**src/design/spq_pkg.sv**
```systemverilog
// Shared types, codes and sizes of the stable three-level priority queue.
// Used by every module of the block; depends on nothing.
package spq_pkg;

    localparam int CAPACITY = 16;
    localparam int COUNT_W  = $clog2(CAPACITY + 1);
    localparam int KEY_W    = 64;
    localparam int PAY_W    = 64;
    localparam int LEVEL_W  = 2;
    localparam int OP_W     = 2;
    localparam int STATUS_W = 2;

    localparam int S_TDATA_W = ((LEVEL_W + KEY_W + PAY_W + 7) / 8) * 8;
    localparam int M_TDATA_W = ((KEY_W + PAY_W + LEVEL_W + COUNT_W + 7) / 8) * 8;

    localparam logic [LEVEL_W-1:0] LEVEL_LOW = 2'd2;

    typedef enum logic [OP_W-1:0] {
        OP_INSERT = 2'd0,
        OP_REMOVE = 2'd1,
        OP_LOOKUP = 2'd2
    } op_t;

    typedef enum logic [STATUS_W-1:0] {
        STAT_OK       = 2'd0,
        STAT_EMPTY    = 2'd1,
        STAT_FULL     = 2'd2,
        STAT_NOTFOUND = 2'd3
    } status_t;

    typedef enum logic [1:0] {
        CMD_HOLD   = 2'd0,
        CMD_INSERT = 2'd1,
        CMD_REMOVE = 2'd2
    } cell_cmd_t;

    typedef enum logic {
        ST_IDLE   = 1'b0,
        ST_SEARCH = 1'b1
    } state_t;

    typedef struct packed {
        logic               used;
        logic [LEVEL_W-1:0] level;
        logic [KEY_W-1:0]   key;
        logic [PAY_W-1:0]   payload;
    } entry_t;

    // Broadcast to every cell of the chain
    typedef struct packed {
        cell_cmd_t          cmd;
        logic [LEVEL_W-1:0] level;
        logic [KEY_W-1:0]   key;
        logic [PAY_W-1:0]   payload;
    } cell_ctrl_t;

    typedef struct packed {
        status_t            status;
        logic [KEY_W-1:0]   key;
        logic [PAY_W-1:0]   payload;
        logic [LEVEL_W-1:0] level;
        logic [COUNT_W-1:0] count;
    } result_t;

endpackage

```
**src/design/spq_cell.sv**
```systemverilog
// One storage cell of the queue chain: holds an entry, shifts left or right.
// Depends on spq_pkg.
module spq_cell
    import spq_pkg::*;
(
    input  logic       clk,
    input  logic       rst_n,
    input  cell_ctrl_t ctrl,
    input  logic       left_stay,
    input  entry_t     left_entry,
    input  entry_t     right_entry,
    output logic       stay,
    output logic       match,
    output entry_t     entry
);

    logic               used_reg;
    logic               used_next;
    logic [LEVEL_W-1:0] level_reg;
    logic [LEVEL_W-1:0] level_next;
    logic [KEY_W-1:0]   key_reg;
    logic [KEY_W-1:0]   key_next;
    logic [PAY_W-1:0]   payload_reg;
    logic [PAY_W-1:0]   payload_next;
    entry_t             entry_next;

    assign entry = '{used: used_reg, level: level_reg, key: key_reg, payload: payload_reg};

    always_comb
    begin
        // levels ascend along the chain, so cells that stay form a prefix
        stay  = used_reg && (level_reg <= ctrl.level);
        match = used_reg && (key_reg == ctrl.key);

        entry_next = entry;
        case (ctrl.cmd)
            CMD_INSERT:
            begin
                if (!stay)
                begin
                    if (left_stay)
                        entry_next = '{used: 1'b1, level: ctrl.level,
                                       key: ctrl.key, payload: ctrl.payload};
                    else
                        entry_next = left_entry;
                end
            end
            CMD_REMOVE: entry_next = right_entry;
            default:    entry_next = entry;
        endcase

        used_next    = entry_next.used;
        level_next   = entry_next.level;
        key_next     = entry_next.key;
        payload_next = entry_next.payload;
    end

    always_ff @(posedge clk or negedge rst_n)
    begin
        if (!rst_n)
            used_reg <= 1'b0;
        else
            used_reg <= used_next;
    end

    always_ff @(posedge clk)
    begin
        level_reg   <= level_next;
        key_reg     <= key_next;
        payload_reg <= payload_next;
    end

endmodule

```
**config.mk**
```make
export PLATFORM = sky130hd
export DESIGN_NAME = spq_cell
export DESIGN_NICKNAME = d
export VERILOG_FILES = /design/src/design/spq_pkg.sv /design/src/design/spq_cell.sv
export SDC_FILE = /design/constraint.sdc
export NUM_CORES = 1
export LEC_CHECK = 0
export ABC_CLOCK_PERIOD_IN_PS = 8600
export BUFFER_PORTS_ARGS = -buffer_cell sky130_fd_sc_hd__buf_2
export CAP_MARGIN = 20
export CELL_PAD_IN_SITES_DETAIL_PLACEMENT = 0
export CELL_PAD_IN_SITES_GLOBAL_PLACEMENT = 1
export CORE_AREA = 5 5 206 208
export CTS_CLUSTER_SIZE = 25
export DETAILED_ROUTE_END_ITERATION = 10
export DIE_AREA = 0 0 211 213
export PLACE_DENSITY = 0.56
export SYNTH_ARGS = -nofsm -noshare
export SYNTH_HDL_FRONTEND = slang
export SYNTH_SLANG_ARGS = --single-unit
export TNS_END_PERCENT = 50
```
**constraint.sdc**
```tcl
create_clock -name clk -period 8.6 [get_ports clk]
set_clock_uncertainty 0.2 [all_clocks]
set_input_delay 0.43 -clock clk [delete_from_list [all_inputs] [get_ports clk]]
set_output_delay 0.43 -clock clk [all_outputs]
set_load 0.005 [all_outputs]
```
# Word level (Yosys, flattened, before mapping)
# Cells that the tools add are included.
dict set report op_classes {
  order_cmp 1
  eq_ne 4
  mux 3
  reduce_logical 4
}
# cell count
set ops {}
lappend ops {{131-bit two-way mux} 2}
lappend ops {{131-bit case mux with 2 select lines} 1}
lappend ops {{64-bit == test} 1}
lappend ops {{2-bit by 1-bit == test with 1-bit output, second input constant} 1}
lappend ops {{2-bit == test, second input constant} 1}
lappend ops {{2-bit less-or-equal comparator} 1}
lappend ops {{1-bit logical AND} 2}
lappend ops {{2-bit != test, second input constant} 1}
lappend ops {{2-bit AND reduction} 1}
lappend ops {{2-bit nonzero test} 1}
dict set report word_totals {
  reg_bits 131
  out_inout_bits 133
}

# Longest topological paths before layout
# Gate-level depths: netlist of run 1.
dict set report depth {
  depth_word 4
  mapped_depth 7
  depth_no_buf 7
}

# Worst setup path before layout of run 1
# Ideal clock, no wire load.
dict set report synth_timing {
  path_type {input port to flip-flop}
  start {input port ctrl[129] (netlist name)}
  end {register used_reg}
  setup_time_ns 0.136
  arrival_ns 4.065
  slack_ns 4.199
  path_stages 7
  path_cell_list {inv_1 > ha_1 > nor2b_1 > o21ai_1 > nand2_1 > a21o_1 > mux2_1}
}
dict set report synth_between {
  elab_chain_len 4
}
# item line_no
set synth_lines {}
lappend synth_lines {{start, declared} spq_cell.sv:8} ;# input cell_ctrl_t ctrl,
lappend synth_lines {{2-bit less-or-equal comparator} spq_cell.sv:32} ;# stay = used_reg && (level_reg <= ctrl.level);
lappend synth_lines {{1-bit logical AND} spq_cell.sv:32}
lappend synth_lines {{2-bit != test (no line)} -}
lappend synth_lines {{2-bit AND reduction (no line)} -}
lappend synth_lines {{end signal, assigned} spq_cell.sv:63} ;# used_reg <= used_next;
lappend synth_lines {{end, declared} spq_cell.sv:17} ;# logic used_reg;
# No other way between the ends.
# A chain may end at the register's enable or synchronous reset.

# Worst setup path after layout of run 1
dict set report layout_timing {
  start {register key_reg[43]}
  end {output port match}
}
dict set report layout_between {
  elab_chain_len 2
}
# item line_no
set layout_lines {}
lappend layout_lines {{start, declared} spq_cell.sv:21} ;# logic [KEY_W-1:0] key_reg;
lappend layout_lines {{start signal, assigned} spq_cell.sv:69} ;# key_reg <= key_next;
lappend layout_lines {{64-bit == test} spq_cell.sv:33} ;# match = used_reg && (key_reg == ctrl.key);
lappend layout_lines {{1-bit logical AND} spq_cell.sv:33}
lappend layout_lines {{end, declared} spq_cell.sv:13} ;# output logic match,
# No other way between the ends.

==> impl_summary.log, run 1 <==
INFO  metric outcome = completed
INFO  metric dpl_worst_slack = 4.92 ns
INFO  metric floorplan.die_area = about 0.045 mm²
INFO  metric timing_worst_slew_pin_value = ~0.94 ns
INFO  metric vias_in_the_first_global_route = around 7,500
INFO  metric achievable-frequency = a little over 300 MHz
INFO  metric critical_path.cell_chain = nor2b_1 -> a2111o_1 -> nor4_1 -> nand4_1 -> nor4_2 -> buf_2
INFO  metric post_synth_xor_area_fraction = 0.0470
INFO  metric post_route_cell_area = roughly 0.011 mm²
INFO  metric final_layout_size_suffix_gt1_frac = 0.465
INFO  metric worst_path_largest_cell_delay = 0.64 ns
INFO  metric insertion_delay = 0.43 ns
INFO  metric postSynthNetCount = between 1,000 and 1,500
INFO  metric timing.critical_path.to_type = primary output
INFO  metric fp.dieW = roughly 210 µm
INFO  metric cap_violations = 0
INFO  metric die-height = around 210 µm
INFO  metric finalNetCount = 1,603
INFO  metric dp.final_hpwl = 26,700 µm
INFO  metric gpl.final_weighted_congestion = approximately 0.83
INFO  metric antenna_found_initial = 2
INFO  metric leakagePower = around 0.0051 µW
INFO  metric grt_pass1_wl = 45,900 µm
INFO  metric worst_ep_required_time = ~8.0 ns
INFO  metric cts.htree.levels = 4
INFO  metric timing.setup.tns = 0 ns
INFO  metric hold_viol_final = 0
INFO  metric postRouteWirelength = 32,300 µm
INFO  metric layout.cells.most_common_list = 528 x buf_2, 133 x nand2_1, 131 x o21ai_1, 130 x mux2i_1, 130 x edfxtp_1
INFO  metric combinational_family_with_the_most_area_after_synthesis = multiplexers
INFO  metric wl_per_cell = about 19 µm
INFO  metric yosys.area_share.adder = 0.00335
INFO  metric number_of_remaining_drc_errors = 0
INFO  metric slew_viol_final = 0
INFO  metric grt_setup_unrepaired = no
INFO  metric timing.hold.worst.class = primary input to flip-flop
INFO  metric ys_ff_latch = 131
INFO  metric synth.yosys.seq_area_share = 0.527
INFO  metric synth-compound-area-share = 0.113
INFO  metric tritoncts_clock_tree = yes
INFO  metric count_of_pins_on_the_block_boundary = between 500 and 600
INFO  metric detail_route.iter0.violations = between 300 and 400
INFO  metric synth_cells = 694
INFO  metric period_utilization_post_route = 0.381
INFO  metric arrival = 2.64 ns
INFO  metric buffer_levels_on_the_longest_clock_path = 2
INFO  metric grt_start_max_net_pins = around 90
INFO  metric postLayoutSetupSlackWorst = between 5 and 6 ns
INFO  metric coreArea = 0.0404 mm²
INFO  metric detailed_router_iteration_count_before_antenna_repair = 4
INFO  metric timing_worst_setup_path_type = flip-flop to primary output
INFO  metric area.growth.synth_to_final = 49.7%
INFO  metric synth.distinct_cells = 36
INFO  metric cts-root-buf = clkbuf_16
INFO  metric ir_worst_vdd = approximately 0.11 mV
INFO  metric clkSinkCount = about 130
INFO  metric slowest_stage = nor4_1
INFO  metric synth_area = ~0.0075 mm²
INFO  metric simple_gate_share_of_the_synthesized_area = 0.0975
INFO  metric initial_core_util = 0.185
INFO  metric finalWorstPathRequiredPeriod = 3.27 ns
INFO  metric report.power.total = 1880 µW
INFO  metric yosys-mux-area-fraction = 0.176
INFO  metric max_slew_margin_vs_limit = 0.370
INFO  metric numPortBuffers = roughly 530
INFO  metric detail_route.vias_per_cell = 4.03
INFO  metric syn-mean-instance-area = between 10 and 15 µm²
INFO  metric final_setup_violations = 0
INFO  metric synth-warning-count = 0
INFO  metric timing.critical_path.fanout_max = 3
INFO  metric numCtsBuffers = 17
INFO  metric clock_pin_slew_on_the_worst_setup_and_hold_paths = ~0.06 ns
INFO  metric n_antenna_cell = 0
INFO  metric routed-via-count = ~7,000
INFO  metric antenna_left = 0
INFO  metric fillers = about 4,400
INFO  metric grtUsageTotal = 0.136
INFO  metric power_per_cell_area = approximately 170 mW/mm²
INFO  metric placed_area = 0.0107 mm²
INFO  metric grt_remaining_overflow = 0
INFO  metric layout.cells.most_common = buf_2
INFO  metric core.rowCount = between 70 and 80
INFO  metric worst_setup_path_start_kind = flip-flop
==> cells in the mapped netlist, drive strengths merged <==
cell type / instances / area [µm²]
ha: 2 / 25.0
edfxtp: 130 / 3900
xor2: 5 / 43.8
mux2i: 130 / 1300
a2111o: 2 / 22.5
a21o: 1 / 7.51
mux2: 1 / 11.3
o2bb2ai: 3 / 26.3
a221oi: 2 / 17.5
buf: 17 / 83.8
nand4: 9 / 56.3
a21boi: 1 / 7.51
nand2b: 4 / 25.0
clkbuf: 28 / 105
nor2: 1 / 3.75
inv: 23 / 86.3
a22oi: 3 / 22.5
nor4: 6 / 43.8
o21ai: 132 / 661
o221ai: 1 / 8.76
xnor2: 35 / 307
a2111oi: 1 / 15.0
o2111ai: 1 / 8.76
and4: 1 / 8.76
nor2b: 10 / 70.1
nand2: 133 / 499
nor3: 1 / 5.00
dfrtp: 1 / 25.0
o22ai: 7 / 43.8
nand3: 3 / 15.0
==> report_power, final <==
part | total (µW) | leakage [µW] | internal (µW) | switching [µW]
clock network | 658 | 0.000254 | 386 | 272
registers | 824 | 0.00127 | 792 | 31.8
logic | 395 | 0.00359 | 185 | 210
==> cells by family after synthesis <==
kind of cell | after synthesis
compound gates | 154
xor+xnor | 40
fa+ha+maj | 2
buf+inv | 68
flops | 131
mux | 131
simple gates | 168
==> critical path, delay by kind of cell (launching register included) <==
family | cells | cell delay, ns
AO/OA/AOI/OAI | 1 | 0.42
flip-flops | 1 | 0.39
buffers and inverters | 1 | 0.17
AND/OR/NAND/NOR | 4 | 1.23
==> repair_timing <==
item	4_1_cts	5_1_grt
resized for setup	0	0
hold endpoints to repair	1	0
hold buffers	1	0
setup buffers	0	0
==> metal layers <==
metal	global-route usage	up-vias	share of wire	wire length (µm)
met5	0	-	0	0
met4	0.0519	0	0.023	746
met3	0.0454	33	0.084	2720
met2	0.237	311	0.51	16300
met1	0.156	3149	0.39	12500
li1	-	3539	-	-
==> area by class of cell <==
type                            instances  area (µm²)  area share
Sequential cell                       131        3930       0.352
Clock buffer                           20         437      0.0391
Clock inverter                          9        67.6     0.00605
Tap cell                              532         666      0.0596
Inverter                               23        86.3     0.00773
Timing Repair Buffer                  536        2710       0.243
Multi-Input combinational cell        495        3270       0.293
==> final timing paths <==
path / endpoint / depth (start not counted) / from / slack (ns)
max: match / 6 / key_reg[43] / 5.33
min reg2reg: used_reg / 1 / used_reg / 0.45
max in group asynchronous: used_reg / 2 / rst_n / 7.97
min: payload_reg[44] / 3 / right_entry[44] / 0.08
max reg2reg: level_reg[0] / 6 / level_reg[1] / 5.35
min in group asynchronous: used_reg / 2 / rst_n / 0.14
==> per-stage QoR <==
| step | util | instances | hold slack, ns |
|---|---|---|---|
| 6_report | 0.277 | 1746 | 0.0788 |
| 5_1_grt | 0.277 | 1746 | 0.0573 |
| 4_1_cts | 0.277 | 1746 | 0.0376 |
| 3_5_place_dp | 0.264 | 1716 | 0.00597 |
| 3_3_place_gp | 0.264 | 1716 | 0.00624 |
| 2_1_floorplan | - | 694 | -0.0656 |
Power figures use the tool's default switching activity.
==> run 2: changes to the inputs <==
==> config.mk (replaced) <==
export PLATFORM = sky130hd
export DESIGN_NAME = spq_cell
export DESIGN_NICKNAME = d
export VERILOG_FILES = /design/src/design/spq_pkg.sv /design/src/design/spq_cell.sv
export SDC_FILE = /design/constraint.sdc
export NUM_CORES = 1
export LEC_CHECK = 0
export ABC_CLOCK_PERIOD_IN_PS = 2910
export BUFFER_PORTS_ARGS = -buffer_cell sky130_fd_sc_hd__buf_2
export CAP_MARGIN = 20
export CELL_PAD_IN_SITES_DETAIL_PLACEMENT = 0
export CELL_PAD_IN_SITES_GLOBAL_PLACEMENT = 1
export CORE_AREA = 5 5 205 207
export CTS_CLUSTER_SIZE = 25
export DETAILED_ROUTE_END_ITERATION = 10
export DIE_AREA = 0 0 210 212
export PLACE_DENSITY = 0.59
export SYNTH_ARGS = -nofsm -noshare
export SYNTH_HDL_FRONTEND = slang
export SYNTH_SLANG_ARGS = --single-unit
export TNS_END_PERCENT = 50
==> constraint.sdc (replaced) <==
create_clock -name clk -period 2.91 [get_ports clk]
set_clock_uncertainty 0.2 [all_clocks]
set_input_delay 0.1455 -clock clk [delete_from_list [all_inputs] [get_ports clk]]
set_output_delay 0.1455 -clock clk [all_outputs]
set_load 0.005 [all_outputs]
==> run 2 against run 1 <==
  * First-iteration DRC count increased by 28%
  * Worst hold slack got worse by 0.024 ns
  * Worst setup slack got worse by 5.2 ns
  * Sequential cell count unchanged
  * Largest power group is now the clock network
  * Highest routed layer is now met5
  * Clock power increased to 3.7 times the previous value
  * Total power increased to 3.4 times the previous value
  * Clock-buffer cell count unchanged
  * Via count increased by 17%
==> impl_summary.log, run 2 (same netlist as run 1, synthesis figures left out) <==
INFO  metric arrival = 2.41 ns (was 2.64 ns)
INFO  metric leakagePower = 0.00634 µW (was 0.00511 µW)
INFO  metric layout.cells.most_common_list = 528 x buf_2, 263 x dlygate4sd3_1, 133 x nand2_1, 131 x o21ai_1 (was 528 x buf_2, 133 x nand2_1, 131 x o21ai_1, 130 x mux2i_1, 130 x edfxtp_1)
INFO  metric hp-start = left_entry[65] (was right_entry[44])
INFO  metric final_layout_size_suffix_gt1_frac = 0.386 (was 0.465)
INFO  metric timing_worst_setup_path_type = flip-flop to primary output (unchanged)
INFO  metric clkSinkCount = 131 (unchanged)
INFO  metric final_setup_violations = 0 (unchanged)
INFO  metric initial_core_util = 0.186 (was 0.185)
INFO  metric antenna_left = 0 (unchanged)
INFO  metric timing.hold.worst.class = primary input to flip-flop (unchanged)
INFO  metric grtUsageTotal = 0.147 (was 0.136)
INFO  metric number_of_remaining_drc_errors = 0 (unchanged)
INFO  metric floorplan.die_area = 0.0445 mm² (was 0.0449 mm²)
INFO  metric ctsResizeCount = 0 (unchanged)
INFO  metric coreArea = 0.0402 mm² (was 0.0404 mm²)
INFO  metric grt_use_met2 = 0.263 (was 0.237)
INFO  metric global_route.usage.met3 = 0.0434 (was 0.0454)
INFO  metric grt_setup_unrepaired = no (unchanged)
INFO  metric antenna_found_initial = 4 (was 2)
INFO  metric cap_violations = 0 (unchanged)
INFO  metric power_per_cell_area = 460 mW/mm² (was 168 mW/mm²)
INFO  metric worst_setup_path_start_kind = flip-flop (unchanged)
INFO  metric grt.met1_usage = 0.166 (was 0.156)
INFO  metric grt_start_max_net_pins = 142 (was 92)
INFO  metric post_layout_nonfiller_instances = 2,020 (was 1,746)
INFO  metric grt_remaining_overflow = 0 (unchanged)
INFO  metric utilization = 0.350 (was 0.277)
INFO  metric count_of_pins_on_the_block_boundary = 530 (unchanged)
INFO  metric finalWorstPathRequiredPeriod = between 2 and 3 ns
INFO  metric clock_pin_slew_on_the_worst_setup_and_hold_paths = 0.06 ns (about the same)
INFO  metric achievable-frequency = approximately 360 MHz
INFO  metric layout.cells.most_common = buf_2 (unchanged)
INFO  metric hold_viol_final = 0 (unchanged)
INFO  metric gpl.final_weighted_congestion = 0.879 (was 0.829)
INFO  metric detail_route.vias_per_cell = 4.08 (was 4.03)
INFO  metric slew_viol_final = 0 (unchanged)
INFO  metric routed-via-count = 8,242 (was 7,032)
INFO  metric outcome = completed (unchanged)
INFO  metric detailed_router_iteration_count_before_antenna_repair = 5 (was 4)
INFO  metric numPortBuffers = 529 (unchanged)
INFO  metric max_slew_margin_vs_limit = 0.524 (was 0.370)
INFO  metric fillers = 4,157 (was 4,430)
INFO  metric fp.dieW = 210 µm (was 211 µm)
INFO  metric rr_startpoint = level_reg[1] (unchanged)
INFO  metric timing.setup.tns = 0 ns (unchanged)
INFO  metric worst_ep_required_time = 2.56 ns (was 7.97 ns)
INFO  metric cts.htree.levels = 4 (unchanged)
INFO  metric detail_route.iter0.violations = 396 (was 310)
INFO  metric postRouteWirelength = 34,600 µm (was 32,300 µm)
INFO  metric cts-root-buf = clkbuf_16 (unchanged)
INFO  metric wl_per_cell = 17.1 µm (was 18.5 µm)
INFO  metric grt_pass1_wl = 50,400 µm (was 45,900 µm)
INFO  metric worst_hold_slack = 0.0551 ns (was 0.0788 ns)
INFO  metric placed_cells_incl_taps = 1,723 (was 1,716)
INFO  metric timing.critical_path.to_type = primary output (unchanged)
INFO  metric finalNetCount = 1,872 (was 1,603)
INFO  metric core.rowCount = 74 (unchanged)
INFO  metric buffer_levels_on_the_longest_clock_path = 2 (unchanged)
INFO  metric period_utilization_post_route = 0.948
INFO  metric timing_worst_slew_pin_value = 0.713 ns (was 0.944 ns)
INFO  metric gr-max-usage-layer = met2 (unchanged)
INFO  metric vias_in_the_first_global_route = 8,867 (was 7,518)
INFO  metric r2r.worst_path.cells = 6 (unchanged)
INFO  metric timing.critical_path.fanout_max = 3 (unchanged)
INFO  metric timing.hold.worst_endpoint = key_reg[1] (was payload_reg[44])
INFO  metric numCtsBuffers = 17 (unchanged)
INFO  metric crit-reg2reg-capture = key_reg[43] (was level_reg[0])
INFO  metric ir_worst_vdd = 0.377 mV (was 0.109 mV)
INFO  metric die-height = 212 µm (was 213 µm)
INFO  metric worst_hold_path.num_cells = 3 (unchanged)
INFO  metric tritoncts_clock_tree = yes (unchanged)
INFO  metric r2r_setup_slk = 0.77 ns (was 5.35 ns)
INFO  metric insertion_delay = 0.43 ns (about the same)
INFO  metric area.growth.synth_to_final = 88.5% (was 49.7%)
INFO  metric dp.final_hpwl = 26,900 µm (was 26,700 µm)
## run 2: changes by cell type in the layout (fill, tap and decap cells not counted), moves of 5 or more
cell and change:
bufinv_16 +5, clkinv_2 -6, dlygate4sd3_1 +262, buf_12 +6
## run 2: critical path: stages (launching register included)
cell and delay (ns):
edfxtp_1 0.42, nor2b_1 0.18, a2111o_1 0.40, nor4_1 0.46
nand4_1 0.17, nor4_2 0.19, buf_2 0.17
## run 2: metrics by stage
step                      instance area (µm²)  worst slack (ns)  total power [µW]
after floorplan                          7470             0.337              2980
after detailed placement                10800             0.626              3700
after global routing                    14100            0.0959              6790
after CTS                               14100             0.142              6580
after global placement                  10800             0.610              3690
final                                   14100             0.151              6470
## run 2: how the worst max path moves through the flow
stage,start,to,slack [ns],cells past startpoint
final,key_reg[43],match,0.15,6
after global placement,key_reg[52],match,0.61,6
after global routing,key_reg[52],match,0.1,6
after detailed placement,key_reg[43],match,0.63,6
after floorplan,level_reg[1],used_reg,0.34,6
after CTS,key_reg[42],match,0.14,6
## run 2: final cells by class
class,instances,area (µm²),share of cell area
antenna,2,5.00,0.000356
clock buffer,20,437,0.0311
multi-input combinational,495,3270,0.233
inverter,23,86.3,0.00614
clock inverter,12,210,0.0149
tap,532,666,0.0473
timing repair buffer,805,5460,0.388
sequential,131,3930,0.279
## run 2: metal layers
layer | wire length (µm) | up-vias | part of all wire
met2 | 17400 | 368 | 0.50
met1 | 13600 | 3740 | 0.39
li1 | - | 4081 | -
met4 | 1050 | 2 | 0.030
met5 | 7 | - | 0.00020
met3 | 2460 | 51 | 0.071
## run 2: timing repair
| item | 4_1_cts | 5_1_grt |
|---|---|---|
| hold endpoints to repair | 132 | 0 |
| hold buffers | 263 | 0 |
| setup buffers | 0 | 0 |
## run 2: power breakdown
group	switching, µW	internal [µW]	total [µW]
Clock	845	1600	2440
Combinational	707	897	1600
Sequential	87.8	2340	2420
==> run 3: changes to the inputs <==
==> config.mk (replaced) <==
export PLATFORM = sky130hd
export DESIGN_NAME = spq_cell
export DESIGN_NICKNAME = d
export VERILOG_FILES = /design/src/design/spq_pkg.sv /design/src/design/spq_cell.sv
export SDC_FILE = /design/constraint.sdc
export NUM_CORES = 1
export LEC_CHECK = 0
export ABC_CLOCK_PERIOD_IN_PS = 2700
export BUFFER_PORTS_ARGS = -buffer_cell sky130_fd_sc_hd__buf_2
export CAP_MARGIN = 20
export CELL_PAD_IN_SITES_DETAIL_PLACEMENT = 0
export CELL_PAD_IN_SITES_GLOBAL_PLACEMENT = 1
export CORE_AREA = 5 5 200 202
export CTS_CLUSTER_SIZE = 25
export DETAILED_ROUTE_END_ITERATION = 10
export DIE_AREA = 0 0 205 207
export PLACE_DENSITY = 0.69
export SYNTH_ARGS = -nofsm -noshare
export SYNTH_HDL_FRONTEND = slang
export SYNTH_SLANG_ARGS = --single-unit
export TNS_END_PERCENT = 50
==> constraint.sdc (replaced) <==
create_clock -name clk -period 2.7 [get_ports clk]
set_clock_uncertainty 0.2 [all_clocks]
set_input_delay 0.135 -clock clk [delete_from_list [all_inputs] [get_ports clk]]
set_output_delay 0.135 -clock clk [all_outputs]
set_load 0.005 [all_outputs]
==> run 3 against run 2 <==
  * Sequential cell count unchanged
  * Global-route usage up 0.89 points
  * Utilization rose by 2.0 points
  * Worst setup slack lost 0.043 ns
  * Final area rose by 0.18%
  * Clock-buffer cell count unchanged
  * Sequential power rose by 8%
  * Largest cell class unchanged
  * Largest power group is now registers
  * Highest routed layer unchanged
==> impl_summary.log, run 3 (same netlist as run 1, synthesis figures left out) <==
INFO  metric antenna_left = 0 (unchanged)
INFO  metric routed-via-count = 8,428 (was 8,242)
INFO  metric cts-root-buf = clkbuf_16 (unchanged)
INFO  metric area.growth.synth_to_final = 88.8% (was 88.5%)
INFO  metric coreArea = 0.0381 mm² (was 0.0402 mm²)
INFO  metric cap_violations = 0 (unchanged)
INFO  metric count_of_pins_on_the_block_boundary = 530 (unchanged)
INFO  metric period_utilization_post_route = 0.960
INFO  metric buffer_levels_on_the_longest_clock_path = 2 (unchanged)
INFO  metric fillers = 3,862 (was 4,157)
INFO  metric post_route_cell_area = 0.0141 mm² (about the same)
INFO  metric timing.critical_path.fanout_max = 3 (unchanged)
INFO  metric finalWorstPathRequiredPeriod = roughly 2.6 ns
INFO  metric clock_pin_slew_on_the_worst_setup_and_hold_paths = 0.06 ns (about the same)
INFO  metric timing_worst_setup_path_type = flip-flop to primary output (unchanged)
INFO  metric layout.cells.most_common_list = 528 x buf_2, 266 x dlygate4sd3_1, 133 x nand2_1, 131 x o21ai_1 (was 528 x buf_2, 263 x dlygate4sd3_1, 133 x nand2_1, 131 x o21ai_1)
INFO  metric grt_start_max_net_pins = 133 (was 142)
INFO  metric grtUsageTotal = 0.156 (was 0.147)
INFO  metric grt_remaining_overflow = 0 (unchanged)
INFO  metric fp.dieW = 205 µm (was 210 µm)
INFO  metric timing.hold.worst.class = primary input to flip-flop (unchanged)
INFO  metric postRouteWirelength = 34,600 µm (about the same)
INFO  metric finalNetCount = 1,882 (was 1,872)
INFO  metric slew_viol_final = 0 (unchanged)
INFO  metric final_layout_size_suffix_gt1_frac = 0.391 (was 0.386)
INFO  metric number_of_remaining_drc_errors = 0 (unchanged)
INFO  metric post-cts-setup-buffer-count = 0 (unchanged)
INFO  metric ir_worst_vdd = 0.413 mV (was 0.377 mV)
INFO  metric final_setup_violations = 0 (unchanged)
INFO  metric outcome = completed (unchanged)
INFO  metric max_slew_margin_vs_limit = 0.571 (was 0.524)
INFO  metric achievable-frequency = between 300 and 400 MHz
INFO  metric clkSinkCount = 131 (unchanged)
INFO  metric arrival = 2.26 ns (was 2.41 ns)
INFO  metric insertion_delay = 0.43 ns (about the same)
INFO  metric initial_core_util = 0.196 (was 0.186)
INFO  metric core.rowCount = 72 (was 74)
INFO  metric slowest_stage = a2111o_1 (was nor4_1)
INFO  metric wl_per_cell = 17.2 µm (was 17.1 µm)
INFO  metric layout.cells.most_common = buf_2 (unchanged)
INFO  metric power_per_cell_area = 476 mW/mm² (was 460 mW/mm²)
INFO  metric rr_startpoint = level_reg[1] (unchanged)
INFO  metric grt_pass1_wl = 51,000 µm (was 50,400 µm)
INFO  metric antenna_found_initial = 4 (unchanged)
INFO  metric placed_area = 0.0108 mm² (about the same)
INFO  metric report.power.total = 6700 µW (was 6470 µW)
INFO  metric gpl.final_weighted_congestion = 0.829 (was 0.879)
INFO  metric timing.critical_path.to_type = primary output (unchanged)
INFO  metric dp.final_hpwl = 26,600 µm (was 26,900 µm)
INFO  metric worst_path_largest_cell_delay = 0.46 ns (about the same)
INFO  metric die-height = 207 µm (was 212 µm)
INFO  metric detail_route.iter0.violations = 384 (was 396)
INFO  metric vias_in_the_first_global_route = 9,072 (was 8,867)
INFO  metric critical_path.cell_chain = nor2b_1 -> a2111o_1 -> nor4_4 -> nand4_1 -> nor4_2 -> buf_2 (was nor2b_1 -> a2111o_1 -> nor4_1 -> nand4_1 -> nor4_2 -> buf_2)
INFO  metric timing_worst_slew_pin_value = 0.644 ns (was 0.713 ns)
INFO  metric r2r_setup_slk = 0.55 ns (was 0.77 ns)
INFO  metric detail_route.vias_per_cell = 4.18 (was 4.08)
INFO  metric hp-start = ctrl[131] (was left_entry[65])
INFO  metric r2r.worst_path.cells = 6 (unchanged)
INFO  metric crit-reg2reg-capture = key_reg[57] (was key_reg[43])
INFO  metric grt_setup_unrepaired = yes (was no)
INFO  metric worst_setup_path_start_kind = flip-flop (unchanged)
INFO  metric detailed_router_iteration_count_before_antenna_repair = 5 (unchanged)
INFO  metric numPortBuffers = 529 (unchanged)
INFO  metric floorplan.die_area = 0.0424 mm² (was 0.0445 mm²)
INFO  metric numCtsBuffers = 17 (unchanged)
INFO  metric cts.htree.levels = 4 (unchanged)
INFO  metric worst_hold_path.num_cells = 3 (unchanged)
INFO  metric leakagePower = 0.00637 µW (was 0.00634 µW)
INFO  metric worst_ep_required_time = 2.37 ns (was 2.56 ns)
INFO  metric tritoncts_clock_tree = yes (unchanged)
INFO  metric timing.hold.worst_endpoint = payload_reg[9] (was key_reg[1])
INFO  metric hold_viol_final = 0 (unchanged)
==> run 3: cell types whose count changed in the layout (fill, tap and decap cells not counted), sizes merged <==
cell         delta
dlygate4sd3     +3
diode           -1
clkinvlp        +2
bufinv          -3
buf             +7
==> run 3: worst max path at each step <==
stage	slack, ns	end	start	cells after the start
after floorplan	0.13	used_reg	level_reg[1]	6
after global placement	0.37	match	key_reg[43]	6
after detailed placement	0.38	match	key_reg[43]	6
after CTS	0.0005	match	key_reg[42]	6
after global routing	-0.07	match	key_reg[63]	6
final	0.11	match	key_reg[43]	6
==> run 3: power breakdown <==
part	leakage (µW)	switching [µW]	internal [µW]
clock	0.000267	902	1430
sequential	0.00127	93.4	2520
combinational	0.00483	773	983
total	0.00637	1770	4930
==> run 3: timing repair <==
action	4_1_cts	5_1_grt
hold endpoints to repair	132	0
endpoints found under the setup margin	1	1
gates resized for setup	3	2
hold buffers	266	0
pin swaps	0	3
==> run 3: layer usage <==
metal | GRT usage | vias to the layer above | share of wire
li1 | - | 4102 | -
met1 | 0.165 | 3889 | 0.37
met2 | 0.282 | 378 | 0.51
met3 | 0.0535 | 55 | 0.086
met4 | 0.0614 | 4 | 0.030
met5 | 0 | - | 0.0012
==> run 3: final cells by class <==
class / instances / area, µm² / share of cell area
sequential: 131 / 3930 / 0.279
clock inverter: 11 / 138 / 0.00977
multi-input combinational: 495 / 3310 / 0.235
inverter: 23 / 86.3 / 0.00613
timing repair buffer: 815 / 5540 / 0.393
tap: 518 / 648 / 0.0460
antenna: 1 / 2.50 / 0.000178
clock buffer: 20 / 437 / 0.0310
==> run 3: through the flow <==
stage	worst slack (ns)	TNS, ns	hold slack (ns)	cells	util
floorplan	0.127	0	-0.361	694	-
global placement	0.369	0	-0.290	1716	0.284
detailed placement	0.383	0	-0.289	1716	0.284
CTS	0.000477	0	0.124	2013	0.369
global route	-0.0744	-0.0744	0.154	2014	0.370
finish	0.108	0	0.155	2014	0.370
==> run 3: critical path: cells and delay by family, from the launching register on <==
kind            cells  cell delay [ns]
compound gates      1             0.46
simple gates        4             0.78
buf+inv             1             0.16
flops               1             0.41
